`config.mk`:
```
export PLATFORM = sky130hd
export DESIGN_NAME = ms_to_time_string_formatter_unit
export DESIGN_NICKNAME = d
export VERILOG_FILES = /design/src/sv/mtsf_pkg.sv /design/src/sv/mtsf_div.sv /design/src/sv/mtsf_bcd.sv /design/src/sv/ms_to_time_string_formatter_unit.sv
export VERILOG_INCLUDE_DIRS = /design/src /design/src/sv
export SDC_FILE = /design/constraint.sdc
export NUM_CORES = 1
export LEC_CHECK = 0
export BUFFER_PORTS_ARGS = -buffer_cell sky130_fd_sc_hd__buf_4
export CAP_MARGIN = 20
export CORE_ASPECT_RATIO = 0.5
export CORE_MARGIN = 2
export CORE_UTILIZATION = 50
export DETAILED_ROUTE_END_ITERATION = 16
export PLACE_DENSITY = 0.74
export REMOVE_ABC_BUFFERS = 1
export SLEW_MARGIN = 20
export SYNTH_ARGS = -nofsm -noshare
export SYNTH_HDL_FRONTEND = slang
export SYNTH_SLANG_ARGS = --single-unit
```
`constraint.sdc`:
```
create_clock -name clk -period 11.1 [get_ports clk]
set_clock_uncertainty 0.05 [all_clocks]
set_input_delay 1.11 -clock clk [delete_from_list [all_inputs] [get_ports clk]]
set_output_delay 1.11 -clock clk [all_outputs]
set_load 0.005 [all_outputs]
```
`src/sv/ms_to_time_string_formatter_unit_macros.svh`:
```
// ----------------------------------------------------------------------------
// ms_to_time_string_formatter_unit_macros
// Assertion macros for the millisecond time formatter. They expect clk and
// rst in the scope that uses them.
// ----------------------------------------------------------------------------
`ifndef MS_TO_TIME_STRING_FORMATTER_UNIT_MACROS_SVH
`define MS_TO_TIME_STRING_FORMATTER_UNIT_MACROS_SVH

// same-cycle implication
`define MTSF_ASSERT_NOW(label, ante, cons, msg) \
  label: assert property (@(posedge clk) disable iff (rst) (ante) |-> (cons)) \
    else $error(msg);

// next-cycle implication
`define MTSF_ASSERT_NEXT(label, ante, cons, msg) \
  label: assert property (@(posedge clk) disable iff (rst) (ante) |=> (cons)) \
    else $error(msg);

`endif

```
`src/sv/mtsf_pkg.sv`:
```
// ----------------------------------------------------------------------------
// mtsf_pkg
// Shared widths, constants and control types of the millisecond formatter.
// ----------------------------------------------------------------------------
`default_nettype none

package mtsf_pkg;

  localparam int MS_W        = 32;
  localparam int CHAR_W      = 8;
  localparam int DIV_W       = 22;
  localparam int NUM_DIGITS  = 10;
  localparam int DIGIT_IDX_W = $clog2(NUM_DIGITS);
  localparam int DIGIT_CAP   = 9;
  localparam int DIV_STEPS   = MS_W;
  localparam int FRAC_STEPS  = 4;
  localparam int DIV_CNT_W   = $clog2(DIV_STEPS + 1);
  localparam int LIM_W       = 4;
  localparam int REG_IDX_W   = 3;
  localparam int REG_DATA_W  = 4;

  localparam int MAX_FRAC_DIGITS_DEF = 9;

  localparam logic [DIV_W-1:0] MS_PER_HOUR = 22'd3600000;
  localparam logic [DIV_W-1:0] MS_PER_MIN  = 22'd60000;
  localparam logic [DIV_W-1:0] MS_PER_SEC  = 22'd1000;
  localparam logic [DIV_W-1:0] MS_PER_ONE  = 22'd1;

  localparam logic [CHAR_W-1:0] CHAR_ZERO  = 8'h30;
  localparam logic [CHAR_W-1:0] CHAR_COLON = 8'h3A;
  localparam logic [CHAR_W-1:0] CHAR_DOT   = 8'h2E;
  localparam logic [CHAR_W-1:0] CHAR_X     = 8'h58;

  localparam logic [REG_IDX_W-1:0] REG_SHOW_HOURS      = 3'd0;
  localparam logic [REG_IDX_W-1:0] REG_SHOW_MINUTES    = 3'd1;
  localparam logic [REG_IDX_W-1:0] REG_SHOW_SECONDS    = 3'd2;
  localparam logic [REG_IDX_W-1:0] REG_MAX_LEAD_DIGITS = 3'd3;
  localparam logic [REG_IDX_W-1:0] REG_FRAC_DIGITS     = 3'd4;

  typedef struct packed {
    logic load;
    logic frac;
  } div_ctl_t;

  typedef struct packed {
    logic run;
    logic qbit;
  } div_sts_t;

  typedef struct packed {
    logic clear;
    logic shift;
    logic bit_in;
  } bcd_ctl_t;

endpackage

`default_nettype wire

```
`src/sv/mtsf_div.sv`:
```
// ----------------------------------------------------------------------------
// mtsf_div
// Bit-serial restoring divider. Full mode: 32 steps, quotient bits MSB
// first. Fraction mode: 4 steps for a quotient below 16.
// ----------------------------------------------------------------------------
`default_nettype none

module mtsf_div (
  input  wire logic                              clk,
  input  wire logic                              rst,
  input  wire mtsf_pkg::div_ctl_t                ctl,
  input  wire logic [mtsf_pkg::MS_W-1:0]         dividend,
  input  wire logic [mtsf_pkg::DIV_W-1:0]        divisor,
  output mtsf_pkg::div_sts_t                     sts,
  output logic [mtsf_pkg::FRAC_STEPS-1:0]        quot,
  output logic [mtsf_pkg::DIV_W-1:0]             rem
);

  logic [mtsf_pkg::DIV_W-1:0]     part;
  logic [mtsf_pkg::MS_W-1:0]      shreg;
  logic [mtsf_pkg::DIV_W-1:0]     dvs;
  logic [mtsf_pkg::DIV_CNT_W-1:0] cnt;
  logic [mtsf_pkg::DIV_W:0]       trial;
  logic [mtsf_pkg::DIV_W:0]       diff;
  logic                           ge;

  always_comb begin
    trial = {part, shreg[mtsf_pkg::MS_W-1]};
    diff  = trial - {1'b0, dvs};
    ge    = (trial >= {1'b0, dvs});
  end

  always_ff @(posedge clk) begin
    if (rst) begin
      cnt <= '0;
    end else if (ctl.load) begin
      cnt <= ctl.frac ? mtsf_pkg::DIV_CNT_W'(mtsf_pkg::FRAC_STEPS)
                      : mtsf_pkg::DIV_CNT_W'(mtsf_pkg::DIV_STEPS);
    end else if (cnt != '0) begin
      cnt <= cnt - mtsf_pkg::DIV_CNT_W'(1);
    end
  end

  always_ff @(posedge clk) begin
    if (ctl.load) begin
      dvs <= divisor;
      if (ctl.frac) begin
        part  <= dividend[mtsf_pkg::DIV_W+mtsf_pkg::FRAC_STEPS-1:mtsf_pkg::FRAC_STEPS];
        shreg <= {dividend[mtsf_pkg::FRAC_STEPS-1:0],
                  {(mtsf_pkg::MS_W-mtsf_pkg::FRAC_STEPS){1'b0}}};
      end else begin
        part  <= '0;
        shreg <= dividend;
      end
    end else if (cnt != '0) begin
      part  <= ge ? diff[mtsf_pkg::DIV_W-1:0] : trial[mtsf_pkg::DIV_W-1:0];
      shreg <= {shreg[mtsf_pkg::MS_W-2:0], ge};
    end
  end

  assign sts.run  = (cnt != '0);
  assign sts.qbit = ge;
  assign quot     = shreg[mtsf_pkg::FRAC_STEPS-1:0];
  assign rem      = part;

endmodule

`default_nettype wire

```
`src/sv/mtsf_bcd.sv`:
```
// ----------------------------------------------------------------------------
// mtsf_bcd
// Serial binary to BCD converter (shift and add-3), one bit per cycle while shift is high.
// ----------------------------------------------------------------------------
`default_nettype none

module mtsf_bcd (
  input  wire logic                                   clk,
  input  wire mtsf_pkg::bcd_ctl_t                     ctl,
  output logic [mtsf_pkg::NUM_DIGITS-1:0][3:0]        digits
);

  logic [mtsf_pkg::NUM_DIGITS-1:0][3:0] adj;

  always_comb begin
    for (int i = 0; i < mtsf_pkg::NUM_DIGITS; i++) begin
      adj[i] = (digits[i] >= 4'd5) ? digits[i] + 4'd3 : digits[i];
    end
  end

  always_ff @(posedge clk) begin
    if (ctl.clear) begin
      digits <= '0;
    end else if (ctl.shift) begin
      digits[0] <= {adj[0][2:0], ctl.bit_in};
      for (int i = 1; i < mtsf_pkg::NUM_DIGITS; i++) begin
        digits[i] <= {adj[i][2:0], adj[i-1][3]};
      end
    end
  end

endmodule

`default_nettype wire

```
`src/sv/ms_to_time_string_formatter_unit.sv`:
```
// ----------------------------------------------------------------------------
// ms_to_time_string_formatter_unit
// Formats a millisecond count as an ASCII string: raw count, or hours,
// minutes and seconds fields with an optional fraction.
// ----------------------------------------------------------------------------
// Usage:
//   A request is taken when start is high and busy is low; ms_value is
//   sampled then. The string comes out one character per strobe cycle on
//   out_char, last_char marks the final one and exceeded rides with it.
//   The receiver cannot stall; characters are never held back.
//   Registers are written through wr_en / wr_index / wr_data by the user only while idle; not enforced.
// Sequence:
//   Each decimal field takes a pass through the serial divider (one
//   quotient bit per cycle, fed straight into the BCD shifter), then its
//   digits, plus a separator before the next field. Fields after an
//   exceeded one are X characters and skip the divider. The fraction is a
//   dot, then one 4-step divider pass per digit; one request at a time.
// Reset:
//   rst clears the sequencer and restores the register defaults
//   (all fields shown, no digit limit, no fraction).
// ----------------------------------------------------------------------------
`default_nettype none
`include "ms_to_time_string_formatter_unit_macros.svh"

module ms_to_time_string_formatter_unit #(
  parameter int MAX_FRAC_DIGITS = mtsf_pkg::MAX_FRAC_DIGITS_DEF
) (
  input  wire logic                                clk,
  input  wire logic                                rst,
  input  wire logic                                start,
  input  wire logic [mtsf_pkg::MS_W-1:0]           ms_value,
  output logic                                     busy,
  input  wire logic                                wr_en,
  input  wire logic [mtsf_pkg::REG_IDX_W-1:0]      wr_index,
  input  wire logic [mtsf_pkg::REG_DATA_W-1:0]     wr_data,
  output logic                                     strobe,
  output logic [mtsf_pkg::CHAR_W-1:0]              out_char,
  output logic                                     last_char,
  output logic                                     exceeded
);

  localparam int FCW = $clog2(MAX_FRAC_DIGITS + 1);
  localparam int DW  = mtsf_pkg::DIGIT_IDX_W;
  localparam int LW  = mtsf_pkg::LIM_W;

  typedef enum logic [1:0] {F_RAW, F_HOUR, F_MIN, F_SEC} field_t;
  typedef enum logic [2:0] {S_IDLE, S_OPEN, S_DIV, S_DIG, S_XS, S_SEP, S_DOT} state_t;

  function automatic logic [mtsf_pkg::DIV_W-1:0] unit_of(input field_t f);
    logic [mtsf_pkg::DIV_W-1:0] u;
    case (f)
      F_HOUR:  u = mtsf_pkg::MS_PER_HOUR;
      F_MIN:   u = mtsf_pkg::MS_PER_MIN;
      F_SEC:   u = mtsf_pkg::MS_PER_SEC;
      default: u = mtsf_pkg::MS_PER_ONE;
    endcase
    return u;
  endfunction

  // config registers
  logic          show_hours;
  logic          show_minutes;
  logic          show_seconds;
  logic [LW-1:0] max_lead_digits;
  logic [3:0]    frac_digits;

  // sequencer
  state_t                    state;
  field_t                    field;
  logic [mtsf_pkg::MS_W-1:0] work;
  logic [LW-1:0]             lim;
  logic                      ex;
  logic                      fmode;
  logic                      xfrac;
  logic [DW-1:0]             idx;
  logic [3:0]                xcnt;
  logic [FCW-1:0]            fcnt;

  // datapath links
  mtsf_pkg::div_ctl_t                   dctl;
  mtsf_pkg::div_sts_t                   dsts;
  mtsf_pkg::bcd_ctl_t                   bctl;
  logic [mtsf_pkg::MS_W-1:0]            dividend;
  logic [mtsf_pkg::MS_W-1:0]            frac_base;
  logic [mtsf_pkg::FRAC_STEPS-1:0]      div_quot;
  logic [mtsf_pkg::DIV_W-1:0]           div_rem;
  logic [mtsf_pkg::NUM_DIGITS-1:0][3:0] digits;

  // decode
  logic           show_min_eff;
  logic           has_next;
  field_t         next_field;
  field_t         first_field;
  logic           frac_follow;
  logic           field_last;
  logic           x_last;
  state_t         end_state;
  logic [FCW-1:0] fd;
  logic [DW-1:0]  hi;
  logic [DW-1:0]  st;
  logic [LW-1:0]  ndc;
  logic           ex_now;

  always_ff @(posedge clk) begin
    if (rst) begin
      show_hours      <= 1'b1;
      show_minutes    <= 1'b1;
      show_seconds    <= 1'b1;
      max_lead_digits <= '0;
      frac_digits     <= '0;
    end else if (wr_en) begin
      case (wr_index)
        mtsf_pkg::REG_SHOW_HOURS:      show_hours      <= wr_data[0];
        mtsf_pkg::REG_SHOW_MINUTES:    show_minutes    <= wr_data[0];
        mtsf_pkg::REG_SHOW_SECONDS:    show_seconds    <= wr_data[0];
        mtsf_pkg::REG_MAX_LEAD_DIGITS: max_lead_digits <= wr_data;
        mtsf_pkg::REG_FRAC_DIGITS:     frac_digits     <= wr_data;
        default: ;
      endcase
    end
  end

  always_comb begin
    show_min_eff = show_minutes | (show_hours & show_seconds);
    fd = (frac_digits > 4'(MAX_FRAC_DIGITS)) ? FCW'(MAX_FRAC_DIGITS) : FCW'(frac_digits);

    if (!show_hours && !show_minutes && !show_seconds) begin
      first_field = F_RAW;
    end else if (show_hours) begin
      first_field = F_HOUR;
    end else if (show_min_eff) begin
      first_field = F_MIN;
    end else begin
      first_field = F_SEC;
    end

    has_next   = 1'b0;
    next_field = field;
    case (field)
      F_HOUR: begin
        if (show_min_eff) begin
          has_next   = 1'b1;
          next_field = F_MIN;
        end else if (show_seconds) begin
          has_next   = 1'b1;
          next_field = F_SEC;
        end
      end
      F_MIN: begin
        if (show_seconds) begin
          has_next   = 1'b1;
          next_field = F_SEC;
        end
      end
      default: ;
    endcase

    frac_follow = (fd != '0) && (field != F_RAW);
    field_last  = !has_next && !frac_follow;
    x_last      = (xcnt == 4'd1) && (xfrac || field_last);

    if (has_next) begin
      end_state = S_SEP;
    end else if (frac_follow) begin
      end_state = S_DOT;
    end else begin
      end_state = S_IDLE;
    end

    // leading digit position of the converted field
    hi = '0;
    for (int i = 0; i < mtsf_pkg::NUM_DIGITS; i++) begin
      if (digits[i] != 4'd0) begin
        hi = DW'(i);
      end
    end
    ndc    = (hi >= DW'(mtsf_pkg::DIGIT_CAP - 1)) ? LW'(mtsf_pkg::DIGIT_CAP)
                                                : LW'(hi) + LW'(1);
    ex_now = (lim != '0) && (ndc > lim);
    st     = (hi == '0) ? DW'(1) : hi;
  end

  always_comb begin
    dctl.load = ((state == S_OPEN || state == S_DOT) && !ex) ||
                (state == S_DIV && !dsts.run && fmode && fcnt != FCW'(1));
    dctl.frac = (state != S_OPEN);
    frac_base = (state == S_DIV) ? mtsf_pkg::MS_W'(div_rem) : work;
    dividend  = dctl.frac ? (frac_base << 3) + (frac_base << 1) : work;

    bctl.clear  = (state == S_OPEN) && !ex;
    bctl.shift  = dsts.run && !fmode;
    bctl.bit_in = dsts.qbit;
  end

  mtsf_div u_div (
    .clk      (clk),
    .rst      (rst),
    .ctl      (dctl),
    .dividend (dividend),
    .divisor  (unit_of(field)),
    .sts      (dsts),
    .quot     (div_quot),
    .rem      (div_rem)
  );

  mtsf_bcd u_bcd (
    .clk    (clk),
    .ctl    (bctl),
    .digits (digits)
  );

  always_ff @(posedge clk) begin
    if (rst) begin
      state  <= S_IDLE;
      strobe <= 1'b0;
      ex     <= 1'b0;
      fmode  <= 1'b0;
      xfrac  <= 1'b0;
    end else begin
      strobe <= 1'b0;
      case (state)
        S_IDLE: begin
          if (start) begin
            work  <= ms_value;
            lim   <= max_lead_digits;
            ex    <= 1'b0;
            field <= first_field;
            state <= S_OPEN;
          end
        end
        S_OPEN: begin
          if (ex) begin
            xcnt  <= 4'd2;
            xfrac <= 1'b0;
            state <= S_XS;
          end else begin
            fmode <= 1'b0;
            state <= S_DIV;
          end
        end
        S_DIV: begin
          if (!dsts.run) begin
            work <= mtsf_pkg::MS_W'(div_rem);
            if (fmode) begin
              strobe    <= 1'b1;
              out_char  <= mtsf_pkg::CHAR_ZERO + {4'd0, div_quot};
              last_char <= (fcnt == FCW'(1));
              exceeded  <= 1'b0;
              if (fcnt == FCW'(1)) begin
                state <= S_IDLE;
              end else begin
                fcnt <= fcnt - FCW'(1);
              end
            end else begin
              lim <= '0;
              if (ex_now) begin
                ex    <= 1'b1;
                xcnt  <= lim;
                xfrac <= 1'b0;
                state <= S_XS;
              end else begin
                idx   <= st;
                state <= S_DIG;
              end
            end
          end
        end
        S_DIG: begin
          strobe    <= 1'b1;
          out_char  <= mtsf_pkg::CHAR_ZERO + {4'd0, digits[idx]};
          last_char <= (idx == '0) && field_last;
          exceeded  <= 1'b0;
          if (idx == '0) begin
            state <= end_state;
            if (has_next) begin
              field <= next_field;
            end
          end else begin
            idx <= idx - DW'(1);
          end
        end
        S_XS: begin
          strobe    <= 1'b1;
          out_char  <= mtsf_pkg::CHAR_X;
          last_char <= x_last;
          exceeded  <= x_last && ex;
          xcnt      <= xcnt - 4'd1;
          if (xcnt == 4'd1) begin
            if (xfrac) begin
              state <= S_IDLE;
            end else begin
              state <= end_state;
              if (has_next) begin
                field <= next_field;
              end
            end
          end
        end
        S_SEP: begin
          strobe    <= 1'b1;
          out_char  <= mtsf_pkg::CHAR_COLON;
          last_char <= 1'b0;
          exceeded  <= 1'b0;
          state     <= S_OPEN;
        end
        S_DOT: begin
          strobe    <= 1'b1;
          out_char  <= mtsf_pkg::CHAR_DOT;
          last_char <= 1'b0;
          exceeded  <= 1'b0;
          if (ex) begin
            xcnt  <= 4'(fd);
            xfrac <= 1'b1;
            state <= S_XS;
          end else begin
            fmode <= 1'b1;
            fcnt  <= fd;
            state <= S_DIV;
          end
        end
        default: state <= S_IDLE;
      endcase
    end
  end

  assign busy = (state != S_IDLE);

  `MTSF_ASSERT_NOW(a_last_ends_request, strobe && last_char, !busy, "busy after last character")
  `MTSF_ASSERT_NOW(a_exceeded_on_last, strobe && exceeded, last_char, "exceeded without last")
  `MTSF_ASSERT_NEXT(a_start_takes, start && !busy, busy, "request not taken")
  `MTSF_ASSERT_NOW(a_div_idle_on_digits, state == S_DIG, !dsts.run, "divider active on digits")

endmodule

`default_nettype wire

```
==> results.sh <==
export IMPL_status="completed"
export IMPL_fin_nets=1471
export IMPL_track_usage_pct=23.9
export IMPL_start_util_pct=51.6
export IMPL_clkTransAtPathRegs_ns=0.07
export IMPL_netlist_instances=1325
export IMPL_p_int_w=0.00245
export IMPL_synth_flop_cell="edfxtp_1"
export IMPL_layout_setup_ws_ns=6.83
export IMPL_post_cts_resized=0
export IMPL_period_needed_ns=4.27
export IMPL_end_kind="flip-flop"
export IMPL_worstSetupStartpoint="state[0]"
export IMPL_switching_power_w=0.00200
export IMPL_insertion_delay_ns=0.45
export IMPL_final_setup_tns_ns=0
export IMPL_synth_warnings=0
export IMPL_critPathKind="flip-flop to flip-flop"
export IMPL_timing_fmax_mhz=234
export IMPL_startpoint_type="flip-flop"
export IMPL_drcViolationCount=0
export IMPL_vias=9925
export IMPL_drt_iter0_drc=855
export IMPL_die_w_um=223
export IMPL_syn_area_um2=11900
export IMPL_vias_per_cell=5.95
export IMPL_p_leak_nw=5.34
export IMPL_cts_buffers=17
export IMPL_num_io_pins=55
export IMPL_root_buffer="clkbuf_16"
export IMPL_hold_buffers=0
export IMPL_crit_required_ns=11.26
export IMPL_worstRegToRegCells=12
export IMPL_pwr_share_comb_pct=56.8
export IMPL_slew_viol_final=0
export IMPL_grt_overflow_total=0
export IMPL_wl_per_cell_um=17.7
export IMPL_r2r_start="state[0]"
export IMPL_synth_async_reset_ratio_pct=0
export IMPL_clkPwrFrac_pct=13.5
export IMPL_tightestPinTransition_ns=0.856
export IMPL_r2r_end="u_div.rem[16]"
export IMPL_avgSynthCellArea_um2=9.01
export IMPL_die_area_um2=25200
export IMPL_drive_above_1_share_pct=9.54
export IMPL_globalplace_congestion=0.920
export IMPL_power_density_nw_per_um2=337
export IMPL_relSlewSlack_pct=43.0
export IMPL_final_antenna_net_count=0
export IMPL_synth_seq_cells=184
export IMPL_core_um2=23100
export IMPL_fillers=2072
export IMPL_antenna_found_initial=0
export IMPL_wl_mm=29.5
export IMPL_synth_edf_count=120
export IMPL_vdd_drop_max_mv=0.147
export IMPL_worstHoldEndpoint="max_lead_digits[1]"
export IMPL_cts_tree="done"
export IMPL_grt_pass1_vias=9843
export IMPL_die_h_um=113
export IMPL_io_buffers=53
export IMPL_synth_cell_types=76
export IMPL_min_period_over_period_pct=38.5
export IMPL_r2r_slack_ns=6.83
export IMPL_holdWs_ns=0.461
export IMPL_setup_violations_final=0
export IMPL_power_w=0.00445
export IMPL_grt_max_degree=75
export IMPL_path_max_fanout=23
export IMPL_fp_row_count=39
export IMPL_arrival_ns=4.43
export IMPL_cts_sinks=184
export IMPL_seqPwrFrac_pct=29.7
export IMPL_min_from="max_lead_digits[1]"
export IMPL_hold_viol=0
export IMPL_cts_htree_levels=4
export IMPL_synth_seq_area_share_pct=40.9
export IMPL_num_antenna_cells=0
export IMPL_firstDrtPassIters=5
export IMPL_hpwlAfterDp_mm=21.3
export IMPL_min_path_cells=2
export IMPL_cts_setup_buffers=0
export IMPL_grt_pass1_wl_mm=48.2
export IMPL_syn_to_final_growth_pct=10.4
export IMPL_switching_share_pct=44.9
export IMPL_hold_path_class="flip-flop to flip-flop"
export IMPL_clk_path_buf_depth=2
export IMPL_pre_cts_slack_ns=6.90
export IMPL_grt_setup_unrepaired="no"
export IMPL_maxCapViolCount=0
==> routing by layer <==
layer / up-vias / GRT usage, % / part of all wire (%)
li1: 4860 / - / -
met1: 4787 / 28.8 / 44
met2: 218 / 42.0 / 49
met3: 60 / 4.31 / 3.7
met4: 0 / 11.1 / 3.1
met5: - / 0 / 0
==> cell families after synthesis <==
| group | after synthesis | share of synthesized area, % |
|---|---|---|
| AOI/OAI and AO/OA | 368 | 20.5 |
| other | 1 | 0.0314 |
| buffers and inverters | 120 | 3.92 |
| DFF | 184 | 40.9 |
| muxes | 34 | 3.70 |
| and+or+nand+nor | 487 | 18.8 |
| xor gates and xnor gates | 52 | 3.81 |
| adders and majority gates | 79 | 8.34 |
==> cells in the final DEF (no fill, tap or decap), types with 28 or more instances in the layout <==
| master | n |
|---|---|
| buf_4 | 65 |
| inv_1 | 59 |
| a21oi_1 | 108 |
| nand2_1 | 194 |
| edfxtp_1 | 120 |
| nor3_1 | 28 |
| dfxtp_1 | 64 |
| ha_1 | 78 |
| o21ai_0 | 68 |
| a22o_1 | 31 |
| xnor2_1 | 43 |
| nor2_1 | 120 |
==> how the worst max path moves through the flow <==
stage,end,slack [ns],cells past startpoint
floorplan,xcnt[0],5.63,6
global placement,u_div.rem[16],7.03,12
detailed placement,u_div.rem[16],6.90,12
CTS,u_div.rem[16],6.88,12
global route,u_div.rem[16],6.48,12
finish,u_div.rem[16],6.83,12
==> Yosys cell counts (3+ instances only) <==
library cell  number  area (um2)
xor2_1             9        78.8
edfxtp_1         120        3600
a21oi_1          108         541
mux2i_1           25         250
o221ai_1           4        35.0
nor2_1           121         454
a22oi_1            3        22.5
a221oi_1           5        43.8
ha_1              78         976
a21boi_0           7        52.6
nand2b_1          23         144
nor2b_1            9        56.3
nor4_1             6        37.5
or3_1              3        18.8
o21ai_0           69         345
mux4_2             8         180
a22o_1            31         272
a221o_1            4        40.0
nand3_1           25         125
a211o_1            6        52.6
nand4_1           10        62.6
o31ai_1            5        37.5
clkbuf_1          47         176
o21a_1            12        90.1
nand2_1          196         736
xnor2_1           43         377
a21o_1            19         143
o31a_1             7        61.3
buf_1              8        30.0
o22ai_1           16         100
o21bai_1           3        22.5
a31oi_1           14        87.6
dfxtp_1           64        1280
nor3_1            30         150
inv_1             59         221
or2_2              6        37.5
a211oi_1          25         188
nor3b_1           17         128
and2_1            26         163
o211ai_1          11        82.6
and3_1             3        18.8
==> area by class of cell <==
class	count	area, um2	area share [%]
repair buffers	65	488	3.70
inverters	60	225	1.71
multi-input cells	1021	6640	50.3
well taps	307	384	2.91
flip-flops and latches	184	4880	37.0
clock buffers	18	429	3.25
clock inverters	14	138	1.04
==> power groups by stage <==
| stage | Clock (W) | Combinational [W] | Sequential (W) |
|---|---|---|---|
| floorplan | 0 | 0.00192 | 0.00127 |
| detailed placement | 0 | 0.00250 | 0.00133 |
| global placement | 0 | 0.00242 | 0.00132 |
| CTS | 0.000614 | 0.00252 | 0.00132 |
| finish | 0.000602 | 0.00253 | 0.00132 |
| global route | 0.000637 | 0.00282 | 0.00135 |
==> sequential cells by signal (all words and copies together), names as in the netlist, 3 cells and up <==
signal	flops
fcnt	4
state	3
idx	4
lim	4
out_char	7
max_lead_digits	4
u_div.rem	22
frac_digits	4
u_div.cnt	6
xcnt	4
work	32
u_bcd.digits	40
u_div.dvs	7
u_div.shreg	32
==> metrics by stage <==
| stage | instance area [um2] | util (%) | instances |
|---|---|---|---|
| 6_report | 13200 | 57.0 | 1669 |
| 2_1_floorplan | 11700 | - | 1265 |
| 3_5_place_dp | 12600 | 54.5 | 1637 |
| 5_1_grt | 13200 | 57.0 | 1669 |
| 4_1_cts | 13200 | 57.0 | 1669 |
| 3_3_place_gp | 12600 | 54.5 | 1637 |
==> critical path, cell delays in order (launching register included) <==
cell and delay (ns):
dfxtp_1 0.54, nor2_1 0.31, and2_1 0.73, nand2_1 0.22, nand2_1 0.16, ha_1 0.26, a211oi_1 0.27, o21ai_0 0.14
a31oi_1 0.45, nor3_1 0.13, nor3_1 0.34, o21ai_0 0.15, a211o_1 0.27
Note: power is estimated with default switching activity, not from simulation.
